$ cat config.mk
export PLATFORM = sky130hd
export DESIGN_NAME = gci_angle_reduce
export DESIGN_NICKNAME = d
export VERILOG_FILES = /design/src/hdl/gci_pkg.sv /design/src/hdl/gci_angle_reduce.sv
export SDC_FILE = /design/constraint.sdc
export NUM_CORES = 1
export LEC_CHECK = 0
export BUFFER_PORTS_ARGS = -buffer_cell sky130_fd_sc_hd__buf_2
export CAP_MARGIN = 20
export CORE_MARGIN = 10
export CORE_UTILIZATION = 55
export DETAILED_ROUTE_END_ITERATION = 16
export PLACE_DENSITY = 0.73
export SYNTH_ARGS = -nofsm -noshare
export SYNTH_HDL_FRONTEND = slang
export SYNTH_SLANG_ARGS = --single-unit
$ cat constraint.sdc
create_clock -name aclk -period 5.15 [get_ports aclk]
set_input_delay 1.03 -clock aclk [delete_from_list [all_inputs] [get_ports aclk]]
set_output_delay 1.03 -clock aclk [all_outputs]
set_load 0.01 [all_outputs]
$ cat src/hdl/gci_pkg.sv
// ----------------------------------------------------------------------------
// Great-circle intersection package
// Shared widths, fixed-point constants, the arctangent table and the sideband
// types that ride along the vectoring CORDIC stages.
// ----------------------------------------------------------------------------
package gci_pkg;

    localparam int CORDIC_STEPS = 30;

    // Vector components, normalized direction components and Q.30 angles.
    localparam int VW = 34;
    localparam int DW = 36;
    localparam int AW = 35;

    typedef logic signed [VW-1:0] vec_t;
    typedef logic signed [DW-1:0] dvec_t;
    typedef logic signed [AW-1:0] ang_t;

    localparam logic [33:0] Q_TWO_PI   = 34'd6746518852;
    localparam ang_t        Q_ONE_PI   = 35'sd3373259426;
    localparam ang_t        Q_HALF_PI  = 35'sd1686629713;
    localparam logic [30:0] Q_INV_GAIN = 31'd652032874;

    // Direction sideband into the azimuth CORDIC, and into the polar CORDIC.
    typedef struct packed {
        logic  deg;
        dvec_t z;
    } side_az_t;

    typedef struct packed {
        logic deg;
        ang_t phi;
    } side_po_t;

    function automatic ang_t atan_tab(input int unsigned idx);
        ang_t r;
        case (idx)
            0:       r = 35'sd843314856;
            1:       r = 35'sd497837829;
            2:       r = 35'sd263043836;
            3:       r = 35'sd133525158;
            4:       r = 35'sd67021686;
            5:       r = 35'sd33543515;
            6:       r = 35'sd16775850;
            7:       r = 35'sd8388437;
            8:       r = 35'sd4194282;
            9:       r = 35'sd2097149;
            10:      r = 35'sd1048575;
            11:      r = 35'sd524287;
            12:      r = 35'sd262143;
            13:      r = 35'sd131071;
            14:      r = 35'sd65535;
            15:      r = 35'sd32767;
            16:      r = 35'sd16383;
            17:      r = 35'sd8191;
            18:      r = 35'sd4095;
            19:      r = 35'sd2047;
            20:      r = 35'sd1023;
            21:      r = 35'sd511;
            22:      r = 35'sd255;
            23:      r = 35'sd127;
            24:      r = 35'sd63;
            25:      r = 35'sd31;
            26:      r = 35'sd15;
            27:      r = 35'sd7;
            28:      r = 35'sd3;
            29:      r = 35'sd1;
            default: r = '0;
        endcase
        return r;
    endfunction

endpackage

$ cat src/hdl/gci_angle_reduce.sv
// ----------------------------------------------------------------------------
// Angle reduction
// Scales an input angle to Q.30, reduces it modulo 2*pi with one
// compare-and-subtract per stage, then folds it into [-pi/2, pi/2].
// ----------------------------------------------------------------------------
module gci_angle_reduce #(
    parameter int IN_W   = 31,
    parameter int FRAC   = 28,
    parameter int STAGES = 1
) (
    input  logic             aclk,
    input  logic             en,
    input  logic [IN_W-1:0]  angle,
    output gci_pkg::ang_t    z_out,
    output logic             neg_out
);

    localparam int UPP = (30 - FRAC > 0) ? 30 - FRAC : 0;
    localparam int DNN = (FRAC - 30 > 0) ? FRAC - 30 : 0;
    localparam int RW  = (IN_W + UPP + 1 > 34) ? IN_W + UPP + 1 : 34;

    logic [RW-1:0]  red_reg [STAGES+1];
    logic [RW-1:0]  shifted;
    gci_pkg::ang_t  z_reg, z_next;
    logic           neg_reg, neg_next;

    assign shifted = (RW'(angle) << UPP) >> DNN;

    always_ff @(posedge aclk) begin
        if (en) begin
            red_reg[0] <= shifted;
        end
    end

    // Stage j removes 2*pi times 2^k with k counting down; the value always
    // stays below twice the next subtrahend.
    for (genvar j = 0; j < STAGES; j++) begin : g_red
        localparam logic [RW-1:0] SUB = RW'(64'(gci_pkg::Q_TWO_PI) << (STAGES - 1 - j));
        always_ff @(posedge aclk) begin
            if (en) begin
                red_reg[j+1] <= (red_reg[j] >= SUB) ? red_reg[j] - SUB : red_reg[j];
            end
        end
    end

    always_comb begin
        gci_pkg::ang_t zv;
        zv       = gci_pkg::ang_t'(red_reg[STAGES]);
        neg_next = 1'b0;
        if (zv > gci_pkg::Q_ONE_PI) begin
            zv = zv - gci_pkg::ang_t'(gci_pkg::Q_TWO_PI);
        end
        if (zv > gci_pkg::Q_HALF_PI) begin
            zv       = zv - gci_pkg::Q_ONE_PI;
            neg_next = 1'b1;
        end else if (zv < -gci_pkg::Q_HALF_PI) begin
            zv       = zv + gci_pkg::Q_ONE_PI;
            neg_next = 1'b1;
        end
        z_next = zv;
    end

    always_ff @(posedge aclk) begin
        if (en) begin
            z_reg   <= z_next;
            neg_reg <= neg_next;
        end
    end

    assign z_out   = z_reg;
    assign neg_out = neg_reg;

endmodule

Word level (Yosys, flattened, before mapping):

Memories as Yosys holds them, arrays and structs flattened.
Index checks and enable logic that the tools add are counted.

* muxes and demuxes: 7
* add/subtract/negate cells: 4
* order comparisons: 4

Operators by type and width (count)
* 35-bit 2-to-1 mux: 3
* 35-bit by 33-bit adder with 35-bit output (second input constant): 1
* 35-bit by 32-bit greater-than comparator with 1-bit output (second input constant): 1
* 35-bit by 32-bit less-than comparator with 1-bit output (second input constant): 1
* 34-bit by 33-bit subtractor with 35-bit output (second input constant): 1
* 35-bit by 33-bit subtractor with 35-bit output (second input constant): 1
* 34-bit by 33-bit greater-or-equal comparator with 1-bit output (second input constant): 1
* 34-bit by 32-bit greater-than comparator with 1-bit output (second input constant): 1
* 34-bit 2-to-1 mux: 1
* 34-bit by 33-bit subtractor with 34-bit output (second input constant): 1
* 1-bit 2-to-1 mux: 3

* input bits: 33
* output and inout bits: 36
* memories: 1
* memory bits (writable): 68
* word-level logic and storage cells: 18
* bits in registers: 36

Memory list
* red_reg: depth 2, bits a word 34, rd ports 2, clocked after Yosys merged registers in 0, wr ports 2, RTL line gci_angle_reduce.sv:22 `logic [RW-1:0] red_reg [STAGES+1];`

Longest topological paths before layout:

Gate-level depths: netlist of the first run.
An unclocked memory read counts as a cell.

* depth after elaboration: 6
* mapped depth: 20
* mapped depth without buffers: 14

Worst setup path after synthesis of the first run:

OpenSTA, ideal clock, no wires.

* kind: register -> register
* from: memory red_reg[0][36] (netlist name)
* to: register z_reg[29] (netlist: z_out[29]) (data pin)
* path buffers: 2
* period minus slack after synthesis: 3.996 ns
* slack: 1.154 ns
* arrival: 3.729 ns
* setup time: 0.267 ns
* cell stages (with the launch flop): 17
* data required time: 4.883 ns
* path through: edfxtp_1 > clkbuf_1 > inv_1 > ha_1 > or3b_2 > nand2b_1 > a21oi_1 > o21ai_0 > and3_1 > o211ai_1 > a2111o_1 > a311oi_2 > a211o_1 > buf_2 > a21oi_1 > mux2i_1 > xor2_1

RTL lines
* from (decl): RTL line gci_angle_reduce.sv:22
* to (signal assigned): RTL line gci_angle_reduce.sv:65 `z_reg <= z_next;`
* to (decl): RTL line gci_angle_reduce.sv:24 `gci_pkg::ang_t z_reg, z_next;`

==> key figures, run 1 <==
Outcome
  – Run status: finished, final reports clean

Yosys
  – Dominant synthesized flop cell: edfxtp_1
  – Unique masters post-synth: 84
  – Multiplexer share of the synthesized area: 0.878%
  – Largest family of logic cells by synthesized area: simple AND/OR/NAND/NOR gates
  – Flops & latches, synth: 97
  – Simple-gate area share of the yosys netlist: 20.8%
  – Async S/R FF share, synth: 0%
  – Mapped cell area: 6840 um2
  – Synth warn: 0
  – Adder and majority cell fraction of the synthesized area: 0.549%
  – Seq/Total Area, Yosys: 42.6%
  – Compound-Gate Fraction of Synth Area: 20.6%
  – Synth Net Count: 737
  – Synth Instances: 701
  – Post-synth EDFFs: 97
  – Post-synthesis area per instance: 9.76 um2
  – Xor and xnor area share after synthesis: 10.9%

Route
  – Via density per instance: 5.98
  – Wire per inst: 16.2 um
  – DRC Markers: 0
  – Via count: 5583
  – Post-Route WL: 15100 um
  – Pre-antenna DRT Iters: 6
  – Post-DRT Antenna Nets: 0
  – DRT iter0 DRCs: 545

Floorplan
  – FP Rows: 40
  – Initial Utilization: 56.5%
  – Die Height: 132 um
  – I/O pins: 69
  – Core Area: 12100 um2
  – Die area: 17300 um2
  – Die width: 132 um

Place
  – Dpl hpwl: 11600 um
  – Placed cell count: 916
  – Final RePlAce weighted congestion: 0.995
  – Port buffer count: 67

Power and ir drop
  – P_leak: 0.00274 uW
  – Peak VDD IR: 0.000235 V
  – PwrDens: 347 nW/um2

Global routing
  – GR Util All Layers: 17.0%
  – Number of global-route vias before repair: 5316
  – Maximum number of pins on one net before global-route repair: 98
  – First-pass GRT wire length: 25100 um
  – GRT Residual Overflow: 0
  – Initial antenna violation count: 0

STA
  – Post-layout min period: 4.85 ns
  – Fin. Hold Viols: 0
  – Least-Margin Pin Slew: 0.869 ns
  – Slew Limit Fails: 0
  – Final Skew: 0.00787 ns
  – Final period util: 94.1%
  – Slew headroom: 42.1%
  – Final number of setup-violating endpoints: 0
  – RSZ-0062 raised after global routing: no
  – Max Fclk: 0.206 GHz
  – Setup_tns: 0 ns

Clocking
  – Post-CTS setup buffers: 0
  – TritonCTS clock tree: yes
  – Latest clock arrival within the worst-skew pair: 0.36 ns
  – Clock sinks: 97
  – PostCTS Resize Cnt: 0
  – Hold-fix buffer count after cts: 0
  – Max Buffers Root-to-Sink: 2
  – Root Driver: clkbuf_16
  – Worst-path clk slew: 0.07 ns
  – CTS buffer count: 9
  – H-tree Lvls: 3

Final layout
  – Fillers: 1027
  – Most common cell after layout, fill and taps aside: edfxtp_1
  – Share of cells above drive strength 1: 17.6%
  – Commonest non-fill, non-tap cells in the layout: 97 x edfxtp_1, 66 x buf_2, 59 x nand2_1
  – Max FFs per register: 63
  – # diodes: 0
  – Final #Nets: 797
  – Final cell count without fillers: 934
  – Syn-to-layout area delta: 11.8%

Setup path
  – CP endpoint kind: register
  – CP arrival: 4.94 ns
  – Worst path slowest cell: edfxtp_1
  – Critical-path maximum fanout: 16
  – Critical Path RT: 5.24 ns
  – Critical setup path kind: register to register
  – Crit-path max cell delay: 0.60 ns
  – CP cell instances: nor4b_4 -> nand3_2 -> nor3b_4 -> a21oi_2 -> o31ai_4 -> nand2_1 -> or3_1 -> a311oi_2 -> a211o_1 -> and2_1 -> a31oi_1 -> xnor2_1
  – Crit start category: register

Job
  – Max Cap Viol: 0

Hold path
  – Worst Hold Class: register to register
## cells in the mapped netlist, types with 5 or more instances
| library cell | number | area [um2] |
|---|---|---|
| xnor2_1 | 50 | 438 |
| or3_1 | 12 | 75.1 |
| buf_4 | 5 | 37.5 |
| and3_1 | 10 | 62.6 |
| a21o_1 | 11 | 82.6 |
| a31oi_1 | 14 | 87.6 |
| and2_1 | 15 | 93.8 |
| mux2i_1 | 6 | 60.1 |
| o21ai_0 | 37 | 185 |
| nor3b_1 | 5 | 37.5 |
| or2_2 | 5 | 31.3 |
| nand4_1 | 12 | 75.1 |
| a21oi_2 | 6 | 52.6 |
| a211o_1 | 6 | 52.6 |
| nor2_1 | 56 | 210 |
| inv_1 | 11 | 41.3 |
| a21oi_1 | 33 | 165 |
| nand2b_1 | 11 | 68.8 |
| clkbuf_1 | 20 | 75.1 |
| buf_2 | 7 | 35.0 |
| nand2_1 | 59 | 221 |
| or4_1 | 7 | 52.6 |
| o21ai_1 | 5 | 25.0 |
| nor4_1 | 5 | 31.3 |
| o21a_1 | 8 | 60.1 |
| o22ai_1 | 5 | 31.3 |
| nand3_1 | 20 | 100 |
| edfxtp_1 | 97 | 2910 |
| o211ai_1 | 9 | 67.6 |
| o31ai_1 | 5 | 37.5 |
| nor3_1 | 28 | 140 |
| xor2_1 | 35 | 307 |
## stage by stage
step | power [uW] | utilization [%] | setup WS (ns) | hold WS [ns] | instance area [um2]
4_1_cts | 2660 | 62.8 | 0.297 | 0.586 | 7610
6_report | 2660 | 63.1 | 0.304 | 0.585 | 7650
5_1_grt | 2810 | 63.1 | 0.0157 | 0.603 | 7650
2_1_floorplan | 1750 | - | 1.15 | 0.543 | 6840
3_5_place_dp | 1990 | 60.3 | 0.307 | 0.577 | 7310
3_3_place_gp | 1970 | 60.3 | 0.422 | 0.575 | 7310
## cell type report
type / instances / area, um2 / area share (%)
Clock inverter: 7 / 76.3 / 0.998
Timing Repair Buffer: 85 / 493 / 6.45
Sequential cell: 97 / 2910 / 38.1
Multi-Input combinational cell: 556 / 3680 / 48.2
Clock buffer: 9 / 225 / 2.95
Tap cell: 168 / 210 / 2.75
Inverter: 12 / 45.0 / 0.589
## final timing paths
check	startpoint	end	slack, ns	depth (start not counted)
min reg2reg	red_reg[0][23]	red_reg[0][57]	0.59	1
max reg2reg	red_reg[0][60]	z_out[5]	0.30	12
max	red_reg[0][60]	z_out[5]	0.30	12
min	red_reg[0][23]	red_reg[0][57]	0.59	1
## critical path: cells and delay by family, from the launching register on
family / cells / cell delay [ns]
flip-flops: 1 / 0.60
AO/OA/AOI/OAI: 5 / 1.71
AND/OR/NAND/NOR: 6 / 2.11
XOR/XNOR: 1 / 0.15
## logic make-up (layout without fill, tap and decap cells)
family	after synthesis	after routing
simple gates	268	268
compound gates	192	193
flops	97	97
xor+xnor	85	85
buf+inv	49	113
mux	6	6
fa+ha+maj	3	3
other cells	1	1
## where the power goes
group | total, uW | internal, uW | switching, uW | leakage [uW]
clock network | 672 | 382 | 291 | 0.000150
registers | 1120 | 1030 | 86.4 | 0.000951
logic | 862 | 355 | 508 | 0.00164
## routing by layer
layer | global-route usage [%] | vias up | wire length, um
met5 | 0 | - | 0
met4 | 7.73 | 0 | 394
met3 | 3.77 | 36 | 1050
met2 | 27.5 | 237 | 7040
met1 | 21.3 | 2540 | 6660
li1 | - | 2770 | -
Note: power is estimated with default switching activity, not from simulation.
==> run 2: changes to the inputs <==
--- a/config.mk
+++ b/config.mk
@@ -5,12 +5,13 @@
 export SDC_FILE = /design/constraint.sdc
 export NUM_CORES = 1
 export LEC_CHECK = 0
+export ABC_AREA = 1
 export BUFFER_PORTS_ARGS = -buffer_cell sky130_fd_sc_hd__buf_2
 export CAP_MARGIN = 20
 export CORE_MARGIN = 10
 export CORE_UTILIZATION = 55
 export DETAILED_ROUTE_END_ITERATION = 16
-export PLACE_DENSITY = 0.73
+export PLACE_DENSITY = 0.72
 export SYNTH_ARGS = -nofsm -noshare
 export SYNTH_HDL_FRONTEND = slang
 export SYNTH_SLANG_ARGS = --single-unit
==> run 2 against run 1 <==
Sequential power shrank 4%. Count of clock-buffer cells in the layout increased by 1. Non-clock buffer count fell by 16. Cell area grew 26%. Critical endpoint is now z_out[13]. Largest power group is now combinational cells. Highest routed layer unchanged.
==> key figures, run 2 <==
Outcome
  – Run status: finished, final reports clean (unchanged)

Floorplan
  – I/O pins: 69 (unchanged)
  – FP Rows: 46 (was 40)
  – Die Height: 148 um (was 132 um)
  – Core Area: 15900 um2 (was 12100 um2)
  – Initial Utilization: 56.1% (was 56.5%)
  – Die area: 21800 um2 (was 17300 um2)
  – Die width: 148 um (was 132 um)

Clocking
  – Clock sinks: 97 (unchanged)
  – Latest clock arrival within the worst-skew pair: 0.36 ns (about the same)
  – Max Buffers Root-to-Sink: 2 (unchanged)
  – H-tree Lvls: 3 (unchanged)
  – Root Driver: clkbuf_16 (unchanged)
  – CTS buffer count: 9 (unchanged)
  – PostCTS Resize Cnt: 0 (unchanged)
  – Hold-fix buffer count after cts: 0 (unchanged)
  – Worst-path clk slew: 0.08 ns (was 0.07 ns)
  – TritonCTS clock tree: yes (unchanged)
  – Post-CTS setup buffers: 0 (unchanged)

Final layout
  – Area occupied by multi-input gates: 5210 um2 (was 3680 um2)
  – Syn-to-layout area delta: 7.31% (was 11.8%)
  – Sequential Area: 2910 um2 (unchanged)
  – Final #Nets: 1501 (was 797)
  – Share of cells above drive strength 1: 10.3% (was 17.6%)
  – Max FFs per register: 63 (unchanged)
  – Commonest non-fill, non-tap cells in the layout: 619 x nand2_1, 165 x nor2_1, 138 x inv_1 (was 97 x edfxtp_1, 66 x buf_2, 59 x nand2_1)
  – Fillers: 1491 (was 1027)
  – Final instance area: 9600 um2 (was 7650 um2)
  – # diodes: 0 (unchanged)
  – Fin util: 60.2% (was 63.1%)
  – Most common cell after layout, fill and taps aside: nand2_1 (was edfxtp_1)

Global routing
  – Maximum number of pins on one net before global-route repair: 66 (was 98)
  – Initial antenna violation count: 0 (unchanged)
  – GRT Residual Overflow: 0 (unchanged)
  – Number of global-route vias before repair: 8246 (was 5316)
  – GR Util All Layers: 22.4% (was 17.0%)
  – First-pass GRT wire length: 40100 um (was 25100 um)

Yosys
  – Flops & latches, synth: 97 (unchanged)
  – Synth top area cells: edfxtp_1 33%, nand2_1 26%, nand3_1 7.1%, nor2_1 6.9%, inv_1 5.8% (was edfxtp_1 43%, xnor2_1 6.4%, xor2_1 4.5%, nand2_1 3.2%, nor2_1 3.1%)
  – Unique masters post-synth: 47 (was 84)
  – Synth Instances: 1419 (was 701)
  – Mapped cell area: 8950 um2 (was 6840 um2)
  – Top cells by instance count after synthesis: 619 x nand2_1, 165 x nor2_1, 138 x inv_1 (was 97 x edfxtp_1, 59 x nand2_1, 56 x nor2_1)
  – Yosys top cell by area: edfxtp_1 (unchanged)
  – Synth Net Count: 1455 (was 737)
  – Async S/R FF share, synth: 0% (unchanged)
  – Most common cell in the synthesized netlist: nand2_1 (was edfxtp_1)
  – Post-synthesis area per instance: 6.31 um2 (was 9.76 um2)
  – Post-synth top area share: 32.6% (was 42.6%)
  – Dominant synthesized flop cell: edfxtp_1 (unchanged)
  – Synth warn: 0 (unchanged)
  – Post-synth EDFFs: 97 (unchanged)
  – Seq/Total Area, Yosys: 32.6% (was 42.6%)

STA
  – Slew Limit Fails: 0 (unchanged)
  – Slew headroom: 48.6% (was 42.1%)
  – RSZ-0062 raised after global routing: no (unchanged)
  – Fin. Hold Viols: 0 (unchanged)
  – Final period util: 78.9% (was 94.1%)
  – Final Skew: 0.0108 ns (was 0.00787 ns)
  – Final number of setup-violating endpoints: 0 (unchanged)
  – Setup_tns: 0 ns (unchanged)
  – Post-layout min period: 4.06 ns (was 4.85 ns)
  – Least-Margin Pin Slew: 0.771 ns (was 0.869 ns)
  – Max Fclk: 0.246 GHz (was 0.206 GHz)

Route
  – DRT iter0 DRCs: 779 (was 545)
  – Post-Route WL: 24700 um (was 15100 um)
  – Via density per instance: 5.32 (was 5.98)
  – Wire per inst: 14.6 um (was 16.2 um)
  – Via count: 8970 (was 5583)
  – DRC Markers: 0 (unchanged)
  – Pre-antenna DRT Iters: 5 (was 6)
  – Post-DRT Antenna Nets: 0 (unchanged)

Setup path
  – CP arrival: 4.29 ns (was 4.94 ns)
  – Critical-path maximum fanout: 53 (was 16)
  – Reg2reg path depth: 19 (was 12)
  – Critical Path RT: 5.37 ns (was 5.24 ns)
  – Flop2flop setup slack: 1.09 ns (was 0.30 ns)
  – Critical setup path kind: register to register (unchanged)
  – CP endpoint kind: register (unchanged)
  – Reg2reg start: red_reg[0][55] (was red_reg[0][60])
  – Crit start category: register (unchanged)
  – FF-to-FF End: z_out[13] (was z_out[5])

Hold path
  – Worst Hold Class: register to register (unchanged)
  – Hold_sp: red_reg[0][16] (was red_reg[0][23])
  – Hold path endpoint: red_reg[0][50] (was red_reg[0][57])
  – Worst Hold Depth: 1 (unchanged)

Power and ir drop
  – PwrDens: 312 nW/um2 (was 347 nW/um2)
  – Peak VDD IR: 0.000214 V (was 0.000235 V)
  – P_leak: 0.00474 uW (was 0.00274 uW)

Place
  – Dpl hpwl: 19800 um (was 11600 um)
  – Port buffer count: 67 (unchanged)
  – Final RePlAce weighted congestion: 0.968 (was 0.995)
  – Area after DPL: 9300 um2 (was 7310 um2)

Job
  – Max Cap Viol: 0 (unchanged)
[run 2: worst max-delay path by stage]
stage                              start   endpoint  slack [ns]
after floorplan           red_reg[0][56]  z_out[30]        2.35
after global placement    red_reg[0][55]  z_out[29]        1.26
after detailed placement  red_reg[0][55]  z_out[13]        1.16
after CTS                 red_reg[0][55]  z_out[13]        1.13
after global routing      red_reg[0][55]  z_out[13]        0.60
final                     red_reg[0][55]  z_out[13]        1.09
[run 2: per-stage QoR]
step	setup WS (ns)	power [uW]	instances	hold WS (ns)
6_report	1.09	3000	1686	0.579
5_1_grt	0.597	3220	1686	0.606
4_1_cts	1.13	2990	1685	0.580
3_5_place_dp	1.16	2330	1669	0.564
3_3_place_gp	1.26	2320	1669	0.561
2_1_floorplan	2.35	2030	1419	0.547
[run 2: logic make-up (layout without fill, tap and decap cells)]
group	Yosys count	in the layout	synth area share, %
AND/OR/NAND/NOR	1015	1015	48.4
buffers and inverters	184	235	9.26
flip-flops	97	97	32.6
AO/OA/AOI/OAI	73	73	4.80
XOR/XNOR	46	46	4.50
adder cells (fa/ha/maj)	3	3	0.420
other	1	1	0.0419
[run 2: power breakdown]
| group | total [uW] | internal, uW | switching [uW] |
|---|---|---|---|
| Sequential | 1080 | 1010 | 64.0 |
| Combinational | 1250 | 379 | 874 |
| Clock | 670 | 340 | 331 |
[run 2: area by class of cell]
cell class	instances	area share, %
clock inverters	6	0.599
multi-input cells	1138	54.2
inverters	150	5.89
clock buffers	10	2.38
repair buffers	69	3.75
flip-flops and latches	97	30.3
well taps	216	2.81
[run 2: layer usage]
layer	share of wire [%]	vias up	GRT usage (%)	wire [um]
li1	-	4602	-	-
met1	43	3978	27.1	10600
met2	48	337	39.4	11900
met3	5.7	53	3.11	1410
met4	3.3	0	8.87	819
met5	0	-	0	0
[run 2: worst max-delay path: stages, from the launching register on]
cell and delay (ns):
edfxtp_1 0.52, nor2_4 0.22, nand3_1 0.09, nand2_1 0.06, nand2_1 0.08, a21oi_4 0.45, nand2_8 0.29, inv_2 0.25
nand2_1 0.07, nand2_1 0.33, nand2_1 0.15, nor2_2 0.14, nand3_1 0.08, nor2_1 0.10, nand3b_1 0.13, nand3_4 0.13
nand2_4 0.23, inv_4 0.36, nand2_1 0.10, nand2_1 0.09
==> run 3: changes to the inputs <==
--- a/config.mk
+++ b/config.mk
@@ -5,13 +5,13 @@
 export SDC_FILE = /design/constraint.sdc
 export NUM_CORES = 1
 export LEC_CHECK = 0
-export ABC_AREA = 1
+export ABC_AREA = 0
 export BUFFER_PORTS_ARGS = -buffer_cell sky130_fd_sc_hd__buf_2
 export CAP_MARGIN = 20
 export CORE_MARGIN = 10
 export CORE_UTILIZATION = 55
 export DETAILED_ROUTE_END_ITERATION = 16
-export PLACE_DENSITY = 0.72
+export PLACE_DENSITY = 0.73
 export SYNTH_ARGS = -nofsm -noshare
 export SYNTH_HDL_FRONTEND = slang
 export SYNTH_SLANG_ARGS = --single-unit
==> constraint.sdc (replaced) <==
create_clock -name aclk -period 4.05 [get_ports aclk]
set_input_delay 0.81 -clock aclk [delete_from_list [all_inputs] [get_ports aclk]]
set_output_delay 0.81 -clock aclk [all_outputs]
set_load 0.01 [all_outputs]
==> run 3 against run 2 <==
Worst hold slack gained 0.011 ns. Utilization grew 12 points. First-iteration DRC count shrank 35%. Clock power grew 38%. Critical path depth shrank 5. Highest routed layer unchanged.
==> key figures, run 3 (same netlist as run 1, synthesis figures left out) <==
Setup path
  – Crit start category: register (unchanged)
  – CP endpoint kind: register (unchanged)
  – Critical-path maximum fanout: 10 (was 53)
  – Critical setup path kind: register to register (unchanged)
  – CP cell instances: buf_4 -> nor4_2 -> o2bb2ai_2 -> o21a_1 -> or4_4 -> nor4b_2 -> a31oi_1 -> o32a_1 -> or4_4 -> o211ai_4 -> buf_12 -> and2_1 -> a31oi_1 -> xnor2_1 (was nor2_4 -> nand3_1 -> nand2_1 -> nand2_1 -> a21oi_4 -> nand2_8 -> inv_2 -> nand2_1 -> nand2_1 -> nand2_1 -> nor2_2 -> nand3_1 -> nor2_1 -> nand3b_1 -> nand3_4 -> nand2_4 -> inv_4 -> nand2_1 -> nand2_1)
  – CP arrival: 4.07 ns (was 4.29 ns)
  – Critical Path RT: 4.16 ns (was 5.37 ns)
  – Worst path slowest cell: or4_4 (was edfxtp_1)
  – Crit-path max cell delay: 0.49 ns (was 0.52 ns)

Route
  – Wire per inst: 17.6 um (was 14.6 um)
  – Via count: 6190 (was 8970)
  – DRT iter0 DRCs: 507 (was 779)
  – Via density per instance: 5.95 (was 5.32)
  – Post-Route WL: 18300 um (was 24700 um)
  – Pre-antenna DRT Iters: 6 (was 5)
  – DRC Markers: 0 (unchanged)
  – Post-DRT Antenna Nets: 0 (unchanged)

Floorplan
  – Initial Utilization: 56.5% (was 56.1%)
  – FP Rows: 40 (was 46)
  – Die Height: 132 um (was 148 um)
  – Die width: 132 um (was 148 um)
  – Core Area: 12100 um2 (was 15900 um2)
  – I/O pins: 69 (unchanged)
  – Die area: 17300 um2 (was 21800 um2)

Power and ir drop
  – Tot Pwr: 3750 uW (was 3000 uW)
  – P_leak: 0.00332 uW (was 0.00474 uW)
  – Peak VDD IR: 0.000348 V (was 0.000214 V)
  – PwrDens: 429 nW/um2 (was 312 nW/um2)

STA
  – RSZ-0062 raised after global routing: yes (was no)
  – Final number of setup-violating endpoints: 0 (unchanged)
  – Least-Margin Pin Slew: 0.634 ns (was 0.771 ns)
  – Max Fclk: 0.252 GHz (was 0.246 GHz)
  – Slew Limit Fails: 0 (unchanged)
  – Final period util: 97.9% (was 78.9%)
  – Slew headroom: 57.2% (was 48.6%)
  – Post-layout min period: 3.97 ns (was 4.06 ns)
  – Fin. Hold Viols: 0 (unchanged)
  – Final Hold Slack: 0.590 ns (was 0.579 ns)
  – Final Skew: 0.00925 ns (was 0.0108 ns)

Final layout
  – Most common cell after layout, fill and taps aside: buf_4 (was nand2_1)
  – Max FFs per register: 63 (unchanged)
  – Final #Nets: 903 (was 1501)
  – # diodes: 0 (unchanged)
  – Final instance area: 8740 um2 (was 9600 um2)
  – Syn-to-layout area delta: 27.7% (was 7.31%)
  – Share of cells above drive strength 1: 31.3% (was 10.3%)
  – Commonest non-fill, non-tap cells in the layout: 119 x buf_4, 97 x edfxtp_1, 66 x buf_2 (was 619 x nand2_1, 165 x nor2_1, 138 x inv_1)

Clocking
  – CTS buffer count: 9 (unchanged)
  – Worst-path clk slew: 0.07 ns (was 0.08 ns)
  – Latest clock arrival within the worst-skew pair: 0.36 ns (about the same)
  – Hold-fix buffer count after cts: 0 (unchanged)
  – Root Driver: clkbuf_16 (unchanged)
  – H-tree Lvls: 3 (unchanged)
  – Clock sinks: 97 (unchanged)
  – Max Buffers Root-to-Sink: 2 (unchanged)
  – TritonCTS clock tree: yes (unchanged)

Global routing
  – Initial antenna violation count: 0 (unchanged)
  – Maximum number of pins on one net before global-route repair: 98 (was 66)
  – Number of global-route vias before repair: 5894 (was 8246)
  – GR Util All Layers: 19.8% (was 22.4%)
  – First-pass GRT wire length: 28800 um (was 40100 um)
  – GRT Residual Overflow: 0 (unchanged)

Place
  – Dpl hpwl: 13700 um (was 19800 um)
  – Port buffer count: 67 (unchanged)
  – Area after DPL: 8020 um2 (was 9300 um2)
  – Final RePlAce weighted congestion: 0.894 (was 0.968)

Job
  – Max Cap Viol: 0 (unchanged)

Outcome
  – Run status: finished, final reports clean (unchanged)

Hold path
  – Worst Hold Class: register to register (unchanged)
[run 3: per-stage QoR]
step,std cells,util [%],setup slack (ns),TNS (ns)
detailed placement,1006,66.2,-0.0333,-0.121
global route,1040,72.1,-0.0398,-0.323
CTS,1025,69.2,-0.00355,-0.00355
global placement,1006,66.2,-0.0451,-0.183
floorplan,701,-,0.0540,0
finish,1040,72.1,0.0834,0
[run 3: path summary, 6_finish.rpt]
path | from | endpoint | slack (ns) | depth (start not counted)
setup / recovery | red_reg[0][36] | z_out[5] | 0.08 | 14
hold / removal | red_reg[0][27] | red_reg[0][61] | 0.59 | 1
setup reg to reg | red_reg[0][36] | z_out[5] | 0.08 | 14
hold reg to reg | red_reg[0][27] | red_reg[0][61] | 0.59 | 1
[run 3: worst max-delay path, delay by kind of cell, from the launching register on]
kind	cells	cell delay, ns
AO/OA/AOI/OAI	6	1.01
XOR/XNOR	1	0.16
buffers and inverters	2	0.35
flip-flops	1	0.39
AND/OR/NAND/NOR	5	1.79
[run 3: repair_timing]
action                                  in CTS  in global routing
cloned                                       0                  2
buffers inserted                             3                 12
endpoints found under the setup margin       9                 42
gates resized for setup                      5                 45
pin swaps                                    0                 18
endpoints found under the hold margin        0                  0
[run 3: cell type report]
class / instances / area (um2)
inverters: 12 / 45.0
well taps: 168 / 210
repair buffers: 191 / 1350
clock buffers: 11 / 233
flip-flops and latches: 97 / 2910
multi-input cells: 556 / 3900
clock inverters: 5 / 85.1
fillers: 920 / 3370
[run 3: routing by layer]
metal / GRT usage (%) / share of wire (%) / vias to the layer above
li1: - / - / 2998
met1: 25.4 / 43 / 2935
met2: 32.8 / 49 / 227
met3: 3.16 / 5.2 / 30
met4: 7.73 / 2.3 / 0
met5: 0 / 0 / -
[run 3: report_power, final]
group	switching [uW]	total, uW	internal (uW)
Combinational	784	1430	646
Clock	380	926	546
Sequential	80.6	1390	1310
Total	1240	3750	2510
